==> config.mk <==
export PLATFORM = sky130hd
export DESIGN_NAME = mtws_ram
export DESIGN_NICKNAME = d
export VERILOG_FILES = /design/src/rtl/core/mtws_ram.sv
export SDC_FILE = /design/constraint.sdc
export NUM_CORES = 1
export LEC_CHECK = 0
export BUFFER_PORTS_ARGS = -buffer_cell sky130_fd_sc_hd__buf_2
export CORE_UTILIZATION = 55
export CTS_CLUSTER_DIAMETER = 120
export DETAILED_ROUTE_END_ITERATION = 10
export PLACE_DENSITY = 0.73
export SLEW_MARGIN = 30
export SYNTH_ARGS = -nofsm -noshare
export SYNTH_HDL_FRONTEND = slang
export SYNTH_SLANG_ARGS = --single-unit
==> constraint.sdc <==
create_clock -name clock -period 2.3 [get_ports clock]
set_clock_uncertainty 0.15 [all_clocks]
set_input_delay 0.46 -clock clock [delete_from_list [all_inputs] [get_ports clock]]
set_output_delay 0.46 -clock clock [all_outputs]
set_load 0.01 [all_outputs]
==> src/rtl/core/mtws_ram.sv <==
// generic single-write, single-read ram with registered read data
// no dependencies
module mtws_ram #(
   parameter int WIDTH = 8,
   parameter int DEPTH = 16
) (
   input  logic                     clock,
   input  logic                     wr_en,
   input  logic [$clog2(DEPTH)-1:0] wr_addr,
   input  logic [WIDTH-1:0]         wr_data,
   input  logic                     rd_en,
   input  logic [$clog2(DEPTH)-1:0] rd_addr,
   output logic [WIDTH-1:0]         rd_data
);

   logic [WIDTH-1:0] mem_ff [DEPTH];
   logic [WIDTH-1:0] rd_data_ff;

   always_ff @(posedge clock) begin
      if (wr_en) begin
         mem_ff[wr_addr] <= wr_data;
      end
      if (rd_en) begin
         rd_data_ff <= mem_ff[rd_addr];
      end
   end

   assign rd_data = rd_data_ff;

endmodule

==> parameters.txt <==
Parameter                              Value

GRT
  First-pass GRT wire length ... 15100 um
  Total GRT Usage ... ~23%
  Initial antenna violation count ... 0
  Number of global-route vias before repair ... around 2600
  Grt total ovfl ... 0
  Maximum number of pins on one net before global-route repair ... 33

Min path
  Class of the tightest hold or removal check ... input pin to register

STA
  Share of the clock period used by the worst path after layout ... between 70 and 80%
  Number of pins with negative max-slew slack in the final report ... 0
  Count of endpoints failing setup in the final report ... 0
  Unrepaired setup endpoints after global routing ... no
  Hold Fails Final Rpt ... 0
  Final min period ... 1.67 ns
  Measured slew at the worst slew-check pin ... 0.404 ns
  Accumulated negative setup slack ... 0 ns
  Worst setup slack after layout ... 0.629 ns
  Remaining max-slew budget at the tightest pin ... between 70% and 80%
  Highest achievable clock rate ... between 500 and 600 MHz

Yosys
  Synth Net Count ... approximately 250
  Combined area of all synthesized cells ... between 5000 and 6000 um2
  Total number of yosys warnings ... 0
  Leading cell types by total area after synthesis ... edfxtp_1 78%, mux4_2 7.8%, mux4_1 7.0%, a22oi_1 2.3%, nor2_1 0.93%
  Synthesis-stage register bit count ... approximately 140
  Number of distinct library cells after synthesis ... 18
  Sequential share of the synthesized area ... between 70% and 80%
  Per-instance average area after synthesis ... roughly 23 um2
  Gate count of the mapped netlist ... 229
  Area leader, netlist ... edfxtp_1
  Area share of the largest cell type after synthesis ... 78.1%

Detailed routing
  Routed length on met2 ... slightly below 5000 um
  Vias per Instance ... slightly below 6
  Met1 wire length ... 4190 um
  Length of routed met3 wiring ... roughly 560 um
  Total number of vias ... 2493
  Residual DRC count ... 0
  Total Wirelength ... 9700 um
  Post-detailed-route count of antenna-violating nets ... 0
  Detailed-route wire length per cell ... around 23 um
  Drt first pass iters ... 4
  Violation count after the first detailed-routing iteration ... 229
  Highest layer used for signal routing ... met4

Worst setup path
  Critical Path RT ... roughly 1.7 ns
  Kind of cell adding the most delay to the critical path ... flip-flops
  Worst setup EP type ... output port
  Worst path max stage delay ... 0.39 ns
  CP max stage cell ... edfxtp_1
  Arrival time reported for the critical path endpoint ... 1.06 ns
  CP Cell Sequence ... buf_2
  Launching element type of the critical path ... register
  Critical Path Fanout Max ... 1
  Setup CP Type ... register to output port
  Buf+Inv Stages, Crit Path ... 1

Final layout
  Number of inserted filler cells in the final layout ... 580
  Footprint of the multi-input gates ... roughly 1100 um2
  Storage element area ... between 4000 and 5000 um2
  Count of placed standard cells in the final layout, fillers left out ... roughly 430
  NumNets Final ... roughly 310
  Finished layout cell area ... just over 6000 um2
  Antenna diode count ... 0
  Signed area change from the synthesized netlist to the final layout ... 19.3%
  Share of layout cells above drive strength 1 ... roughly a third

CTS
  Setup Buffers After CTS ... 0
  Cell at the root of the clock tree ... clkbuf_8
  Post-cts repair resize count ... 0
  Clock tree from TritonCTS ... yes
  Clock sink count ... 136
  Clock latency at the later pin of the worst-skew pair ... 0.52 ns
  Inserted Clock Buffers ... 17
  Cts hold-fix bufs ... 0
  Maximum level of the CTS H-tree ... 4
  Clock transition at the register clock pins on the worst setup and hold paths after CTS ... 0.06 ns
  Clock tree buffer depth ... 2

Die
  Die Area ... around 9900 um2
  Effective utilization at floorplan ... between 50% and 60%
  Width of the die ... just under 100 um
  Placement row count ... 35
  Die height ... between 90 and 100 um
  Total I/O pin count ... 27
  Floorplan Core Area ... around 9000 um2

Pwr
  Static leakage power ... approximately 2.1 nW
  Largest voltage drop on the vdd net ... between 500 and 600 uV
  Cell area power density ... roughly 930 nW/um2

Run
  Max-capacitance violation count ... 0

Placement
  RePlAce Congestion ... roughly 0.73
  Number of placed cells counting well taps ... a little under 400
  Post-Place Setup Slack ... 0.153 ns
  PortBufs ... 26
  Half-perimeter wire length of the detailed placement result ... between 6000 and 7000 um
  Instance area after placement ... 5620 um2

Status
  Outcome ... completed
-- cell type report --
class,instances,share of cell area [%]
multi-input cells,83,17.0
clock buffers,17,6.64
flip-flops and latches,136,65.5
well taps,129,2.59
clock inverters,14,3.17
repair buffers,48,5.14
-- logic make-up (layout without fill, tap and decap cells) --
| kind of cell | count (synthesis) | after routing | synth area share (%) |
|---|---|---|---|
| buf+inv | 10 | 79 | 1.65 |
| mux | 32 | 32 | 14.8 |
| flops | 136 | 136 | 78.1 |
| simple gates | 35 | 35 | 3.14 |
| compound gates | 16 | 16 | 2.30 |
-- Yosys cell counts, drive strengths merged --
library cell and count:
nor2 13, nor2b 1, nor3 4, nand3b 2, or3b 1, a22oi 16, nand2 9, and2 1
nand3 1, and2b 1, buf 7, edfxtp 136, mux4 32, nand2b 2, clkdlybuf4s25 3
-- sequential cells by signal, summed over array words and instances, names as in the netlist --
signal   count
rd_data      8
mem_ff     128
-- metrics by stage --
stage,total power [mW],utilization (%),hold WS [ns]
3_5_place_dp,3.12,60.9,0.591
2_1_floorplan,3.00,-,0.409
6_report,5.83,67.5,0.128
4_1_cts,5.87,67.5,0.118
5_1_grt,6.00,67.5,0.114
3_3_place_gp,3.11,60.9,0.569
-- cells in the final DEF (no fill, tap or decap), drive strengths merged --
cell | synthesis | final
clkbuf | 0 | 17
clkinvlp | 0 | 1
bufinv | 0 | 4
nand3b | 2 | 2
and2 | 1 | 1
and2b | 1 | 1
nand2b | 2 | 2
nor2b | 1 | 1
clkinv | 0 | 7
nand3 | 1 | 1
mux4 | 32 | 32
buf | 7 | 48
nor3 | 4 | 4
inv | 0 | 2
a22oi | 16 | 16
edfxtp | 136 | 136
nor2 | 13 | 13
nand2 | 9 | 9
or3b | 1 | 1
-- per-layer routing --
layer  up-vias  GRT usage, %
met5         -             0
met4         0          7.81
met3        12          6.82
met2        88          35.9
met1      1291          30.0
li1       1102             -
-- power breakdown --
| part | switching, mW | internal (mW) | leakage, nW |
|---|---|---|---|
| combinational | 0.147 | 0.112 | 0.599 |
| sequential | 0.0139 | 2.79 | 1.24 |
| clock | 1.00 | 1.76 | 0.296 |
| total | 1.16 | 4.67 | 2.13 |
-- path summary, 6_finish.rpt --
kind	depth (start not counted)	endpoint	slack, ns	startpoint
setup / recovery	1	rd_data[2]	0.63	rd_data[2]
hold / removal	1	rd_data[2]	0.13	rd_en
setup reg to reg	3	rd_data[0]	0.63	mem_ff[0][0]
hold reg to reg	3	rd_data[0]	0.61	mem_ff[14][0]
No activity file was read; power rests on OpenSTA's default activity.
